[config.mk]
export PLATFORM = sky130hd
export DESIGN_NAME = servo_joint_slew_ramp_unit
export DESIGN_NICKNAME = d
export VERILOG_FILES = /design/src/hw/rtl/sjsr_pkg.sv /design/src/hw/rtl/sjsr_queue.sv /design/src/hw/rtl/sjsr_front.sv /design/src/hw/rtl/sjsr_back.sv /design/src/hw/rtl/servo_joint_slew_ramp_unit.sv
export SDC_FILE = /design/constraint.sdc
export NUM_CORES = 2
export LEC_CHECK = 0
export BUFFER_PORTS_ARGS = -buffer_cell sky130_fd_sc_hd__buf_2
export CAP_MARGIN = 20
export CORE_ASPECT_RATIO = 1.4
export CORE_MARGIN = 10
export CORE_UTILIZATION = 50
export CTS_CLUSTER_SIZE = 25
export DETAILED_ROUTE_END_ITERATION = 8
export GPL_TIMING_DRIVEN = 0
export PLACE_DENSITY = 0.79
export RECOVER_POWER = 100
export SLEW_MARGIN = 10
export SYNTH_ARGS = -nofsm -noshare
export SYNTH_HDL_FRONTEND = slang
export SYNTH_SLANG_ARGS = --single-unit
[constraint.sdc]
create_clock -name clk -period 6.1 [get_ports clk]
set_input_delay 1.22 -clock clk [delete_from_list [all_inputs] [get_ports clk]]
set_output_delay 1.22 -clock clk [all_outputs]
set_load 0.005 [all_outputs]
[src/hw/rtl/sjsr_pkg.sv]
// ----------------------------------------------------------------------------
// sjsr_pkg: shared types and constants of the servo slew ramp unit
// Channel count, angle format, pulse arithmetic constants, command and
// register codes, and the job record handed from the front to the back.
// ----------------------------------------------------------------------------
package sjsr_pkg;

  localparam int CHANNELS  = 6;
  localparam int MAX_ANGLE = 180;
  localparam int FRAC_BITS = 4;

  // Fixed field widths of the ports
  localparam int CMD_W   = 2;
  localparam int CH_W    = 3;
  localparam int ANG_W   = 12;
  localparam int PULSE_W = 12;
  localparam int IVL_W   = 16;
  localparam int REG_W   = 2;
  localparam int DATA_W  = 16;

  localparam int CH_IDX_W = (CHANNELS > 1) ? $clog2(CHANNELS) : 1;
  localparam int DEG_W    = $clog2(MAX_ANGLE + 1);

  localparam int ONE_DEG  = 1 << FRAC_BITS;
  localparam int HALF_DEG = ONE_DEG >> 1;
  localparam int MAX_FIX  = MAX_ANGLE << FRAC_BITS;
  localparam int MID_RAW  = 90 << FRAC_BITS;
  localparam int MID_FIX  = (MID_RAW > MAX_FIX) ? MAX_FIX : MID_RAW;

  // floor(p / MAX_ANGLE) as (p * RECIP) >> RECIP_SH, exact for p < 2**PROD_W
  localparam int    PROD_W   = DEG_W + PULSE_W;
  localparam int    RECIP_SH = PROD_W + DEG_W;
  localparam longint RECIP   = ((64'd1 << RECIP_SH) + MAX_ANGLE - 1) / MAX_ANGLE;
  localparam int    RECIP_W  = $clog2(RECIP + 1);

  localparam int QDEPTH = 4;
  localparam int QPTR_W = $clog2(QDEPTH);
  localparam int QCNT_W = $clog2(QDEPTH + 1);

  localparam logic [CMD_W-1:0] CMD_SET_TARGET = 2'd0;
  localparam logic [CMD_W-1:0] CMD_JUMP       = 2'd1;
  localparam logic [CMD_W-1:0] CMD_TICK       = 2'd2;

  localparam logic [REG_W-1:0] REG_MIN_PULSE     = 2'd0;
  localparam logic [REG_W-1:0] REG_MAX_PULSE     = 2'd1;
  localparam logic [REG_W-1:0] REG_STEP_INTERVAL = 2'd2;

  localparam logic [PULSE_W-1:0] RST_MIN_PULSE     = 12'd500;
  localparam logic [PULSE_W-1:0] RST_MAX_PULSE     = 12'd2500;
  localparam logic [IVL_W-1:0]   RST_STEP_INTERVAL = 16'd20;

  typedef struct packed {
    logic [CH_W-1:0]  ch;
    logic [DEG_W-1:0] deg;
    logic             moving;
    logic             last;
  } job_t;

  typedef struct packed {
    logic [PULSE_W-1:0] min_pulse;
    logic [PULSE_W-1:0] span;
  } pulse_cfg_t;

  typedef struct packed {
    logic [QCNT_W-1:0] count;
    logic              full;
    logic              empty;
  } queue_stat_t;

  typedef struct packed {
    logic walking;
    logic stepping;
  } front_stat_t;

  // Round half up to whole degrees, one bit of headroom
  function automatic logic [ANG_W:0] whole_deg(input logic [ANG_W-1:0] a);
    logic [ANG_W:0] sum;
    sum = {1'b0, a} + (ANG_W + 1)'(HALF_DEG);
    return sum >> FRAC_BITS;
  endfunction

  function automatic logic [DEG_W-1:0] to_deg(input logic [ANG_W-1:0] a);
    logic [ANG_W:0] wd;
    wd = whole_deg(a);
    if (wd > (ANG_W + 1)'(MAX_ANGLE)) begin
      wd = (ANG_W + 1)'(MAX_ANGLE);
    end
    return DEG_W'(wd);
  endfunction

endpackage

[src/hw/rtl/sjsr_queue.sv]
// ----------------------------------------------------------------------------
// sjsr_queue: job queue between front and back
// Small register FIFO of job records; one push and one pop per cycle.
// ----------------------------------------------------------------------------
module sjsr_queue (
  input  logic                 clk,
  input  logic                 rst_n,
  input  logic                 push,
  input  sjsr_pkg::job_t       push_job,
  input  logic                 pop,
  output sjsr_pkg::job_t       head_job,
  output sjsr_pkg::queue_stat_t stat
);
  import sjsr_pkg::*;

  job_t              mem_r [QDEPTH];
  logic [QPTR_W-1:0] wr_ptr_r, wr_ptr_nxt;
  logic [QPTR_W-1:0] rd_ptr_r, rd_ptr_nxt;
  logic [QCNT_W-1:0] count_r, count_nxt;

  always_comb begin
    wr_ptr_nxt = wr_ptr_r;
    rd_ptr_nxt = rd_ptr_r;
    count_nxt  = count_r;
    if (push) begin
      wr_ptr_nxt = (wr_ptr_r == QPTR_W'(QDEPTH - 1)) ? '0 : wr_ptr_r + 1'b1;
    end
    if (pop) begin
      rd_ptr_nxt = (rd_ptr_r == QPTR_W'(QDEPTH - 1)) ? '0 : rd_ptr_r + 1'b1;
    end
    if (push && !pop) begin
      count_nxt = count_r + 1'b1;
    end else if (pop && !push) begin
      count_nxt = count_r - 1'b1;
    end
  end

  always_ff @(posedge clk) begin
    if (!rst_n) begin
      wr_ptr_r <= '0;
      rd_ptr_r <= '0;
      count_r  <= '0;
    end else begin
      wr_ptr_r <= wr_ptr_nxt;
      rd_ptr_r <= rd_ptr_nxt;
      count_r  <= count_nxt;
    end
  end

  always_ff @(posedge clk) begin
    if (push) begin
      mem_r[wr_ptr_r] <= push_job;
    end
  end

  assign head_job   = mem_r[rd_ptr_r];
  assign stat.count = count_r;
  assign stat.full  = (count_r == QCNT_W'(QDEPTH));
  assign stat.empty = (count_r == '0);

endmodule

[src/hw/rtl/sjsr_front.sv]
// ----------------------------------------------------------------------------
// sjsr_front: command decode and angle state
// Holds current and target angles and the tick counter, applies set-target
// and jump, runs the ramp step for all channels at once, then walks the
// changed channels and queues one job per result.
// ----------------------------------------------------------------------------
module sjsr_front (
  input  logic                           clk,
  input  logic                           rst_n,
  input  logic                           in_valid,
  output logic                           in_ready,
  input  logic [sjsr_pkg::CMD_W-1:0]     in_command,
  input  logic [sjsr_pkg::CH_W-1:0]      in_channel,
  input  logic [sjsr_pkg::ANG_W-1:0]     in_angle,
  input  logic [sjsr_pkg::IVL_W-1:0]     step_interval,
  input  logic                           q_full,
  output logic                           push,
  output sjsr_pkg::job_t                 push_job,
  output sjsr_pkg::front_stat_t          stat
);
  import sjsr_pkg::*;

  logic [ANG_W-1:0]    cur_r [CHANNELS];
  logic [ANG_W-1:0]    tgt_r [CHANNELS];
  logic [ANG_W-1:0]    ramp_nxt [CHANNELS];
  logic [CHANNELS-1:0] chg_mask;
  logic [CHANNELS-1:0] mask_r, mask_nxt;
  logic [IVL_W-1:0]    wait_r, wait_nxt;

  logic                in_acc;
  logic                walking;
  logic                ch_ok;
  logic [CH_IDX_W-1:0] ch_idx;
  logic [ANG_W-1:0]    ang_sat;
  logic [ANG_W:0]      jump_raw;
  logic [ANG_W-1:0]    jump_ang;
  logic [IVL_W-1:0]    wait_inc;
  logic [IVL_W-1:0]    interval;
  logic                step;
  logic [CH_IDX_W-1:0] sel_idx;
  logic [CHANNELS-1:0] sel_onehot;

  assign walking  = |mask_r;
  assign in_ready = !walking && !q_full;
  assign in_acc   = in_valid && in_ready;

  assign ch_ok   = 32'(in_channel) < CHANNELS;
  assign ch_idx  = CH_IDX_W'(in_channel);
  assign ang_sat = (32'(in_angle) > MAX_FIX) ? ANG_W'(MAX_FIX) : in_angle;

  always_comb begin
    jump_raw = whole_deg(ang_sat) << FRAC_BITS;
    if (32'(jump_raw) > MAX_FIX) begin
      jump_raw = (ANG_W + 1)'(MAX_FIX);
    end
    jump_ang = ANG_W'(jump_raw);
  end

  // Tick counter saturates; an interval of zero acts as one
  assign wait_inc = (wait_r == '1) ? wait_r : wait_r + 1'b1;
  assign interval = (step_interval == '0) ? IVL_W'(1) : step_interval;
  assign step     = (in_command == CMD_TICK) && (wait_inc >= interval);

  // Ramp step, evaluated for every channel in parallel
  always_comb begin
    logic [ANG_W:0] cur_w;
    logic [ANG_W:0] tgt_w;
    for (int i = 0; i < CHANNELS; i++) begin
      cur_w       = {1'b0, cur_r[i]};
      tgt_w       = {1'b0, tgt_r[i]};
      ramp_nxt[i] = cur_r[i];
      chg_mask[i] = 1'b1;
      if (cur_w + (ANG_W + 1)'(ONE_DEG) < tgt_w) begin
        ramp_nxt[i] = cur_r[i] + ANG_W'(ONE_DEG);
      end else if (cur_w > tgt_w + (ANG_W + 1)'(ONE_DEG)) begin
        ramp_nxt[i] = cur_r[i] - ANG_W'(ONE_DEG);
      end else if (whole_deg(cur_r[i]) != whole_deg(tgt_r[i])) begin
        ramp_nxt[i] = tgt_r[i];
      end else begin
        chg_mask[i] = 1'b0;
      end
    end
  end

  // Lowest pending channel goes out first
  always_comb begin
    sel_idx = '0;
    for (int i = CHANNELS - 1; i >= 0; i--) begin
      if (mask_r[i]) begin
        sel_idx = CH_IDX_W'(i);
      end
    end
    sel_onehot = CHANNELS'(1) << sel_idx;
  end

  always_comb begin
    wait_nxt = wait_r;
    mask_nxt = mask_r;
    if (in_acc && (in_command == CMD_TICK)) begin
      wait_nxt = step ? '0 : wait_inc;
      if (step) begin
        mask_nxt = chg_mask;
      end
    end else if (walking && !q_full) begin
      mask_nxt = mask_r & ~sel_onehot;
    end
  end

  always_comb begin
    push     = 1'b0;
    push_job = '0;
    if (walking) begin
      push            = !q_full;
      push_job.ch     = CH_W'(sel_idx);
      push_job.deg    = to_deg(cur_r[sel_idx]);
      push_job.moving = 1'b1;
      push_job.last   = ((mask_r & ~sel_onehot) == '0);
    end else if (in_acc) begin
      case (in_command)
        CMD_JUMP: begin
          push            = ch_ok;
          push_job.ch     = in_channel;
          push_job.deg    = to_deg(jump_ang);
          push_job.moving = 1'b1;
          push_job.last   = 1'b1;
        end
        CMD_TICK: begin
          // settled status when the step moves nothing
          push          = step && (chg_mask == '0);
          push_job.last = 1'b1;
        end
        default: begin
          push = 1'b0;
        end
      endcase
    end
  end

  always_ff @(posedge clk) begin
    if (!rst_n) begin
      for (int i = 0; i < CHANNELS; i++) begin
        cur_r[i] <= ANG_W'(MID_FIX);
        tgt_r[i] <= ANG_W'(MID_FIX);
      end
      wait_r <= '0;
      mask_r <= '0;
    end else begin
      wait_r <= wait_nxt;
      mask_r <= mask_nxt;
      if (in_acc) begin
        case (in_command)
          CMD_SET_TARGET: begin
            if (ch_ok) begin
              tgt_r[ch_idx] <= ang_sat;
            end
          end
          CMD_JUMP: begin
            if (ch_ok) begin
              cur_r[ch_idx] <= jump_ang;
              tgt_r[ch_idx] <= jump_ang;
            end
          end
          CMD_TICK: begin
            if (step) begin
              for (int i = 0; i < CHANNELS; i++) begin
                cur_r[i] <= ramp_nxt[i];
              end
            end
          end
          default: begin
          end
        endcase
      end
    end
  end

  assign stat.walking  = walking;
  assign stat.stepping = in_acc && step;

endmodule

[src/hw/rtl/sjsr_back.sv]
// ----------------------------------------------------------------------------
// sjsr_back: pulse width pipeline
// Three stages: degree times span, multiply by the reciprocal of the
// maximum angle, add the minimum pulse into the output register.
// ----------------------------------------------------------------------------
module sjsr_back (
  input  logic                           clk,
  input  logic                           rst_n,
  input  sjsr_pkg::job_t                 head_job,
  input  logic                           q_empty,
  output logic                           pop,
  input  sjsr_pkg::pulse_cfg_t           cfg,
  output logic                           out_valid,
  input  logic                           out_ready,
  output logic [sjsr_pkg::CH_W-1:0]      out_channel,
  output logic [sjsr_pkg::PULSE_W-1:0]   out_pulse_width,
  output logic                           out_moving,
  output logic                           out_last
);
  import sjsr_pkg::*;

  logic                  v1_r, v2_r, v3_r;
  job_t                  job1_r, job2_r;
  logic [PROD_W-1:0]     prod1_r;
  logic [PULSE_W-1:0]    quot2_r;
  logic [CH_W-1:0]       ch3_r;
  logic [PULSE_W-1:0]    pw3_r;
  logic                  mv3_r, last3_r;

  logic                  rdy1, rdy2, rdy3;
  logic [PROD_W+RECIP_W-1:0] scaled;
  logic [PULSE_W:0]      pulse_sum;

  assign rdy3 = !v3_r || out_ready;
  assign rdy2 = !v2_r || rdy3;
  assign rdy1 = !v1_r || rdy2;
  assign pop  = !q_empty && rdy1;

  assign scaled    = prod1_r * RECIP_W'(RECIP);
  assign pulse_sum = {1'b0, cfg.min_pulse} + {1'b0, quot2_r};

  always_ff @(posedge clk) begin
    if (!rst_n) begin
      v1_r <= 1'b0;
      v2_r <= 1'b0;
      v3_r <= 1'b0;
    end else begin
      if (rdy1) begin
        v1_r <= pop;
      end
      if (rdy2) begin
        v2_r <= v1_r;
      end
      if (rdy3) begin
        v3_r <= v2_r;
      end
    end
  end

  always_ff @(posedge clk) begin
    if (rdy1 && pop) begin
      job1_r  <= head_job;
      prod1_r <= PROD_W'(head_job.deg) * PROD_W'(cfg.span);
    end
    if (rdy2 && v1_r) begin
      job2_r  <= job1_r;
      quot2_r <= PULSE_W'(scaled >> RECIP_SH);
    end
    if (rdy3 && v2_r) begin
      ch3_r   <= job2_r.moving ? job2_r.ch : '0;
      pw3_r   <= job2_r.moving ? PULSE_W'(pulse_sum) : '0;
      mv3_r   <= job2_r.moving;
      last3_r <= job2_r.last;
    end
  end

  assign out_valid       = v3_r;
  assign out_channel     = ch3_r;
  assign out_pulse_width = pw3_r;
  assign out_moving      = mv3_r;
  assign out_last        = last3_r;

endmodule

[src/hw/rtl/servo_joint_slew_ramp_unit.sv]
// ----------------------------------------------------------------------------
// servo_joint_slew_ramp_unit: servo slew-rate limiter
// Per-channel current/target angles, ramped one degree per step interval,
// with a pulse width result for every channel that moves.
//
//   channel  direction  payload                                   handshake
//   in_      input      command, channel, angle                   valid/ready
//   out_     output     channel, pulse_width, moving, last        valid/ready
//   cfg_     input      index, data                               valid/ready
//
// Set-target and jump act on the angle state in the front; a jump result
// passes through the queue and the back stages to the output register.
// A ramp step that changes channels is followed by a walk that queues one
// job per changed channel through the single queue write port; the front
// holds in_ready low during that walk. The back pipeline yields one pulse
// width per cycle when out_ready is high. Reset is synchronous; out_ready
// low stalls the back and, once the four-entry queue fills, the front.
// ----------------------------------------------------------------------------
module servo_joint_slew_ramp_unit (
  input  logic                           clk,
  input  logic                           rst_n,
  input  logic                           in_valid,
  output logic                           in_ready,
  input  logic [sjsr_pkg::CMD_W-1:0]     in_command,
  input  logic [sjsr_pkg::CH_W-1:0]      in_channel,
  input  logic [sjsr_pkg::ANG_W-1:0]     in_angle,
  output logic                           out_valid,
  input  logic                           out_ready,
  output logic [sjsr_pkg::CH_W-1:0]      out_channel,
  output logic [sjsr_pkg::PULSE_W-1:0]   out_pulse_width,
  output logic                           out_moving,
  output logic                           out_last,
  input  logic                           cfg_valid,
  output logic                           cfg_ready,
  input  logic [sjsr_pkg::REG_W-1:0]     cfg_index,
  input  logic [sjsr_pkg::DATA_W-1:0]    cfg_data
);
  import sjsr_pkg::*;

  logic [PULSE_W-1:0] min_pulse_r;
  logic [PULSE_W-1:0] max_pulse_r;
  logic [IVL_W-1:0]   step_ivl_r;
  pulse_cfg_t         pcfg;

  logic               push;
  job_t               push_job;
  logic               pop;
  job_t               head_job;
  queue_stat_t        q_stat;
  front_stat_t        fr_stat;

  assign cfg_ready = 1'b1;

  always_ff @(posedge clk) begin
    if (!rst_n) begin
      min_pulse_r <= RST_MIN_PULSE;
      max_pulse_r <= RST_MAX_PULSE;
      step_ivl_r  <= RST_STEP_INTERVAL;
    end else if (cfg_valid && cfg_ready) begin
      unique case (cfg_index)
        REG_MIN_PULSE:     min_pulse_r <= PULSE_W'(cfg_data);
        REG_MAX_PULSE:     max_pulse_r <= PULSE_W'(cfg_data);
        REG_STEP_INTERVAL: step_ivl_r  <= cfg_data;
        default: begin
        end
      endcase
    end
  end

  // Span below zero clamps to zero
  assign pcfg.min_pulse = min_pulse_r;
  assign pcfg.span      = (max_pulse_r > min_pulse_r) ? max_pulse_r - min_pulse_r : '0;

  sjsr_front u_front (
    .clk           (clk),
    .rst_n         (rst_n),
    .in_valid      (in_valid),
    .in_ready      (in_ready),
    .in_command    (in_command),
    .in_channel    (in_channel),
    .in_angle      (in_angle),
    .step_interval (step_ivl_r),
    .q_full        (q_stat.full),
    .push          (push),
    .push_job      (push_job),
    .stat          (fr_stat)
  );

  sjsr_queue u_queue (
    .clk      (clk),
    .rst_n    (rst_n),
    .push     (push),
    .push_job (push_job),
    .pop      (pop),
    .head_job (head_job),
    .stat     (q_stat)
  );

  sjsr_back u_back (
    .clk             (clk),
    .rst_n           (rst_n),
    .head_job        (head_job),
    .q_empty         (q_stat.empty),
    .pop             (pop),
    .cfg             (pcfg),
    .out_valid       (out_valid),
    .out_ready       (out_ready),
    .out_channel     (out_channel),
    .out_pulse_width (out_pulse_width),
    .out_moving      (out_moving),
    .out_last        (out_last)
  );

  a_queue_bound: assert property (@(posedge clk) disable iff (!rst_n)
    q_stat.count <= QCNT_W'(QDEPTH))
    else $error("job queue count beyond depth");

  a_walk_blocks_input: assert property (@(posedge clk) disable iff (!rst_n)
    fr_stat.walking |-> !in_ready)
    else $error("input taken during step walk");

  a_step_then_walk_or_status: assert property (@(posedge clk) disable iff (!rst_n)
    fr_stat.stepping |=> (fr_stat.walking || $past(push)))
    else $error("ramp step produced neither walk nor status");

  a_status_format: assert property (@(posedge clk) disable iff (!rst_n)
    out_valid && !out_moving |-> out_last && out_channel == '0 && out_pulse_width == '0)
    else $error("malformed settled status");

endmodule
### Word-level counts from Yosys, hierarchy flattened

Memory sizes are Yosys's and may differ from the RTL's. A register that Yosys moved wholly into a read port is not among the register bits.
Index checks and enable logic that the tools add are counted.

| cells by class | value |
|---|---|
| add/sub/neg operators | 46 |
| multiply operators | 2 |
| order comparisons | 19 |
| equality and inequality tests | 15 |
| shift operators | 1 |
| multiplexer cells | 96 |
| bitwise gates (word level) | 9 |
| reductions and logical operators | 39 |

Operator list:

| operator | count |
|---|---|
| $mux W12 | 31 |
| $add A12 B4 Y13 const B | 15 |
| $add A12 B5 Y13 const B | 12 |
| $gt A12 B13 Y1 | 6 |
| $lt A13 B12 Y1 | 6 |
| $add A12 B5 Y12 const B | 6 |
| $sub A12 B5 Y12 const B | 6 |
| $ne A9 B9 Y1 | 6 |
| $mux W16 | 3 |
| $mul A20 B21 Y40 const B | 1 |
| $mux W1 | 40 |
| $mux W3 | 10 |
| $mux W13 | 2 |
| $reduce_or A12 Y1 | 2 |
| $mul A8 B12 Y20 | 1 |
| $gt A9 B8 Y1 const B | 2 |
| $mux W6 | 3 |
| $add A16 B1 Y16 const B | 1 |
| $eq A16 B16 Y1 const B | 1 |
| $ge A16 B16 Y1 | 1 |
| $logic_not A16 Y1 | 1 |
| $mux W8 | 2 |
| $gt A13 B12 Y1 const B | 1 |
| $add A12 B12 Y12 | 1 |
| 27 further kinds | 67 |

| storage, ports and cells | value |
|---|---|
| flip-flop bits (word level) | 131 |
| bits in writable memories | 196 |
| input port bits | 40 |
| output and inout port bits | 20 |
| logic and storage cells | 253 |
| memories kept | 3 |

Memory list:

| memory | words | width | rd ports | clocked after Yosys merged registers in | wr ports | line | source |
|---|---|---|---|---|---|---|---|
| u_front.cur_r | 6 | 12 | 7 | 0 | 6 | sjsr_front.sv:23 | `logic [ANG_W-1:0] cur_r [CHANNELS];` |
| u_front.tgt_r | 6 | 12 | 6 | 0 | 6 | sjsr_front.sv:24 | `logic [ANG_W-1:0] tgt_r [CHANNELS];` |
| u_queue.mem_r | 4 | 13 | 1 | 1 | 1 | sjsr_queue.sv:16 | `job_t mem_r [QDEPTH];` |

### Depth between registers and ports, before layout

An unclocked memory read counts as a cell.

| depth | value |
|---|---|
| depth in word-level cells | 15 |
| depth in mapped cells | 34 |
| gate-level depth less buffers | 33 |

### Modules after synthesis

Synthesis repeated with hierarchy kept, for this count alone.

| second synthesis, totals | value |
|---|---|
| cells, all modules | 3,673 |
| area total of the unflattened synthesis | 33,529.7 sq um |

Modules (own cells, without submodules):

| module | instances | cells an instance | area each (sq um) | sequential area each (sq um) |
|---|---|---|---|---|
| sjsr_front | 1 | 2,148 | 17,281.6 | 4,524.3 |
| sjsr_back | 1 | 1,124 | 11,691.2 | 1,831.8 |
| sjsr_queue | 1 | 111 | 2,339.7 | 1,741.7 |
| servo_joint_slew_ramp_unit | 1 | 290 | 2,217.1 | 800.8 |

### Worst setup path before layout

OpenSTA, ideal clock, no wires.

| timing | value |
|---|---|
| path kind | register to register |
| start | reg min_pulse_r[0] |
| end | reg u_back.prod1_r[19], data pin |
| data arrival time | 6.480 ns |
| data required time | 5.840 ns |
| path slack | -0.640 ns |
| stages on the path, launching flop included | 32 |
| path buffers | 1 |
| clock period less this slack | 6.740 ns |
| cells stage by stage | dfxtp_1 ha_1 inv_1 fa_1 a21o_1 a21oi_1 o21ai_0 a21oi_1 o21bai_1 a21o_1 a41oi_1 a211oi_1 clkbuf_1 nand3b_1 nor2_1 fa_1 inv_1 fa_1 inv_1 fa_1 inv_1 fa_1 inv_1 ha_1 a21boi_0 o21ai_0 a211o_1 a31oi_1 nand4_1 nand4b_1 a21oi_1 xnor2_1 |

| on the way | value |
|---|---|
| cells in the longest elaborated chain, start to end | 3 |
| elaborated cells between the ends (all ways) | 4 |
| classes of those cells | add/sub (1); mul (1); order compare (1); mux (1) |

Ends and longest elaborated chain:

| element | line | source |
|---|---|---|
| from (decl) | servo_joint_slew_ramp_unit.sv:40 | `logic [PULSE_W-1:0] min_pulse_r;` |
| from (signal assigned) | servo_joint_slew_ramp_unit.sv:61 | `REG_MIN_PULSE: min_pulse_r <= PULSE_W'(cfg_data);` |
| $sub A12 B12 Y12 / $gt A12 B12 Y1 (equally long branches) | servo_joint_slew_ramp_unit.sv:72 | `assign pcfg.span = (max_pulse_r > min_pulse_r) ? max_pulse_r - min_pulse_r : '0;` |
| $mux W12 (*) | servo_joint_slew_ramp_unit.sv:72 |  |
| $mul A8 B12 Y20 (*) | sjsr_back.sv:63 | `prod1_r <= PROD_W'(head_job.deg) * PROD_W'(cfg.span);` |
| to (signal assigned) | sjsr_back.sv:63 |  |
| to (decl) | sjsr_back.sv:24 | `logic [PROD_W-1:0] prod1_r;` |

Every way passes the cells marked *; elsewhere a longest branch is shown, timed or not.
A chain may end at the register's enable or synchronous reset.

### Final worst setup path

| timing | value |
|---|---|
| start | reg min_pulse_r[4] |
| end | reg u_back.prod1_r[16], data pin |

Same word-level chain as after synthesis.

==> results.yml <==
outcome:
  outcome: "complete, but fails checks"
  violations: "max-capacitance violations, max-slew violations, negative setup slack"
setup_path:
  start_kind: "flop"
  crit_fanout: 5
  rr_endpoint: "u_back.prod1_r[16]"
  worstSetupPathType: "flop to flop"
  cp-startpoint: "min_pulse_r[4]"
  cp_slowest_cell: "ha_1"
  endpoint: "u_back.prod1_r[16]"
  endpoint_kind: "flop"
  r2r_cells: 29
  critPathRequiredTime_ps: 6410
  r2r_slack_ps: -970
  crit-reg2reg-launch: "min_pulse_r[4]"
  arrival_ps: 7380
  crit_path_max_incr_delay_ps: 590
placed_design:
  placedInstanceArea_sq_um: 34400
  placedCellCount: 4548
  pre_cts_ws_ps: -929
  place_congestion: 0.990
  port_buffers: 52
  dpl.hpwl_um: 75600
cells_and_area:
  nets: 4477
  final_cell_mix: "inv_1, ha_1, nor2_1"
  final_cells: 4712
  stdcell_area_sq_um: 37100
  drive_gt1_frac: 0.113
  diodes: 0
  final_common_cell: "inv_1"
  area_delta_synth_final_pct: 13.3
logic_synthesis:
  yosys_register_bits: 329
  async_reset_ff_frac: 0
  synthCells: 3642
  avgSynthCellArea_sq_um: 9.00
  synth_edf_count: 231
  yosys.area_share.simple: 0.164
  netlist_area_sq_um: 32800
  yosys_warnings: 0
  seq_area_frac_synth: 0.271
  syn-num-nets: 4285
  synthFlopType: "edfxtp_1"
  synth_mux_area_frac: 0.0184
  synth_compound_area_frac: 0.125
  synth-xor-area-share: 0.0770
  synth_top_family_by_area: "adder cells"
  synth_fa_ha_area_frac: 0.272
  yosys.cell_types.count: 89
global_route:
  grtUsageTotal: 0.260
  grt_pass1_wl_um: 158000
  grt_pass1_vias: 29300
  antenna_found_initial: 2
  gr-total-overflow: 0
  grt_max_degree: 21
sta:
  finalSetupViolCount: 21
  hold_viol: 0
  setup_ws_ps: -971
  period_minus_slack_ps: 7070
  final_max_slew_viol_count: 18
  timing.setup.tns_ps: -8830
  max_freq_mhz: 141
  worstMarginPinSlew_ps: 1610
  slew_headroom: -0.0737
  final.period_utilization: 1.16
  finClkSkew_ps: 27.5
  rsz0062_at_grt: "yes"
drt:
  via_per_inst: 6.13
  first_pass_iters: 8
  drt-initial-drc-count: 2410
  wl_um: 105000
  post_drt_wl_per_cell_um: 22.2
  drc: 0
  vias: 28900
  ant_nets: 0
floorplanning:
  coreArea_sq_um: 65300
  die_y_um: 323
  row_count: 111
  die_area_sq_um: 76400
  die_w_um: 236
  start_util: 0.502
  ios: 60
clocking:
  cts.sinks: 329
  root_buffer: "clkbuf_16"
  cts_tree: "yes"
  hold_buffers: 0
  htreeDepth: 2
  max-clock-path-buffers: 3
  cts_buffers: 39
  path_clk_slew_ps: 60
  clock_latency_ps: 600
hold_path:
  hold_path_class: "flop to flop"
  whs_path_depth: 2
run:
  drv_cap: 1
==> logic make-up (layout without fill, tap and decap cells) <==
| logic type | after synthesis | count (layout) |
|---|---|---|
| muxes | 52 | 52 |
| DFF | 329 | 329 |
| adders and majority gates | 603 | 603 |
| buffers and inverters | 623 | 846 |
| xor gates and xnor gates | 285 | 285 |
| other | 1 | 1 |
| AOI/OAI and AO/OA | 621 | 621 |
| and+or+nand+nor | 1128 | 1128 |
==> Yosys cell counts, types with 39 or more instances <==
library cell    n  area share
a21o_1         43      0.0098
a21oi_1       169       0.026
and3_1         42      0.0080
clkbuf_1      130       0.015
dfxtp_1        98       0.060
edfxtp_1      231        0.21
fa_1          182        0.11
ha_1          421        0.16
inv_1         468       0.054
nand2_1       305       0.035
nand3_1       120       0.018
nand4_1        49      0.0093
nor2_1        318       0.036
nor3_1         75       0.011
o21ai_0       121       0.018
or2_2          39      0.0074
xnor2_1       204       0.054
xor2_1         79       0.021
==> sequential cells by signal, summed over array words and instances (netlist names), 5 cells and up, named ones only <==
register	cells
u_back.quot2_r	12
u_back.job1_r	5
u_back.job2_r	5
u_front.wait_r	16
u_back.out_pulse_width	12
min_pulse_r	12
u_queue.mem_r	52
u_front.mask_r	6
step_ivl_r	16
max_pulse_r	12
u_front.tgt_r	72
u_back.prod1_r	20
u_front.cur_r	72
==> critical path, delay by kind of cell (launching register included) <==
family                   cells  cell delay (ps)
buffers and inverters        8              870
AO/OA/AOI/OAI               11             2060
AND/OR/NAND/NOR              3              480
flip-flops                   1              360
XOR/XNOR                     1              130
adder cells (fa/ha/maj)      6             2870
==> routing by layer <==
metal	up-vias	global-route usage	share of wire
li1	13000	-	-
met1	13800	0.262	0.34
met2	1531	0.467	0.50
met3	604	0.0482	0.076
met4	4	0.204	0.089
met5	-	0	0.00031
==> repair_timing <==
item                       4_1_cts  5_1_grt
pin swaps                      115       55
resized for setup              111       70
setup endpoints to repair       26       30
buffers inserted                63       29
gates cloned                     1        0
==> cell type report <==
class                      instances  area [sq um]
buffer                           151           608
clock buffer                      49          1040
clock inverter                    23           245
fill                            5522         28100
inverter                         470          1770
multi-input combinational       2690         22500
sequential                       329          8900
tap                              847          1060
timing repair buffer             153          1050
==> per-stage QoR <==
| step | hold slack, ps | util |
|---|---|---|
| after floorplan | 400 | - |
| after global placement | 406 | 0.525 |
| after detailed placement | 444 | 0.527 |
| after CTS | 453 | 0.563 |
| after global routing | 459 | 0.569 |
| final | 460 | 0.569 |
==> worst min-delay path by stage <==
stage | to | from | slack (ps)
CTS | u_back.job2_r[12] | u_back.job1_r[12] | 450
floorplan | u_back.job2_r[0] | u_back.job1_r[0] | 400
global route | u_back.job2_r[12] | u_back.job1_r[12] | 460
global placement | u_back.out_last | u_back.job2_r[0] | 410
detailed placement | u_back.job2_r[12] | u_back.job1_r[12] | 440
finish | u_front.cur_r[0][2] | u_front.cur_r[0][2] | 460
Power is left out: the tool's default activity adds up to more than one toggle a clock period on the data nets, which glitch-free logic cannot reach.
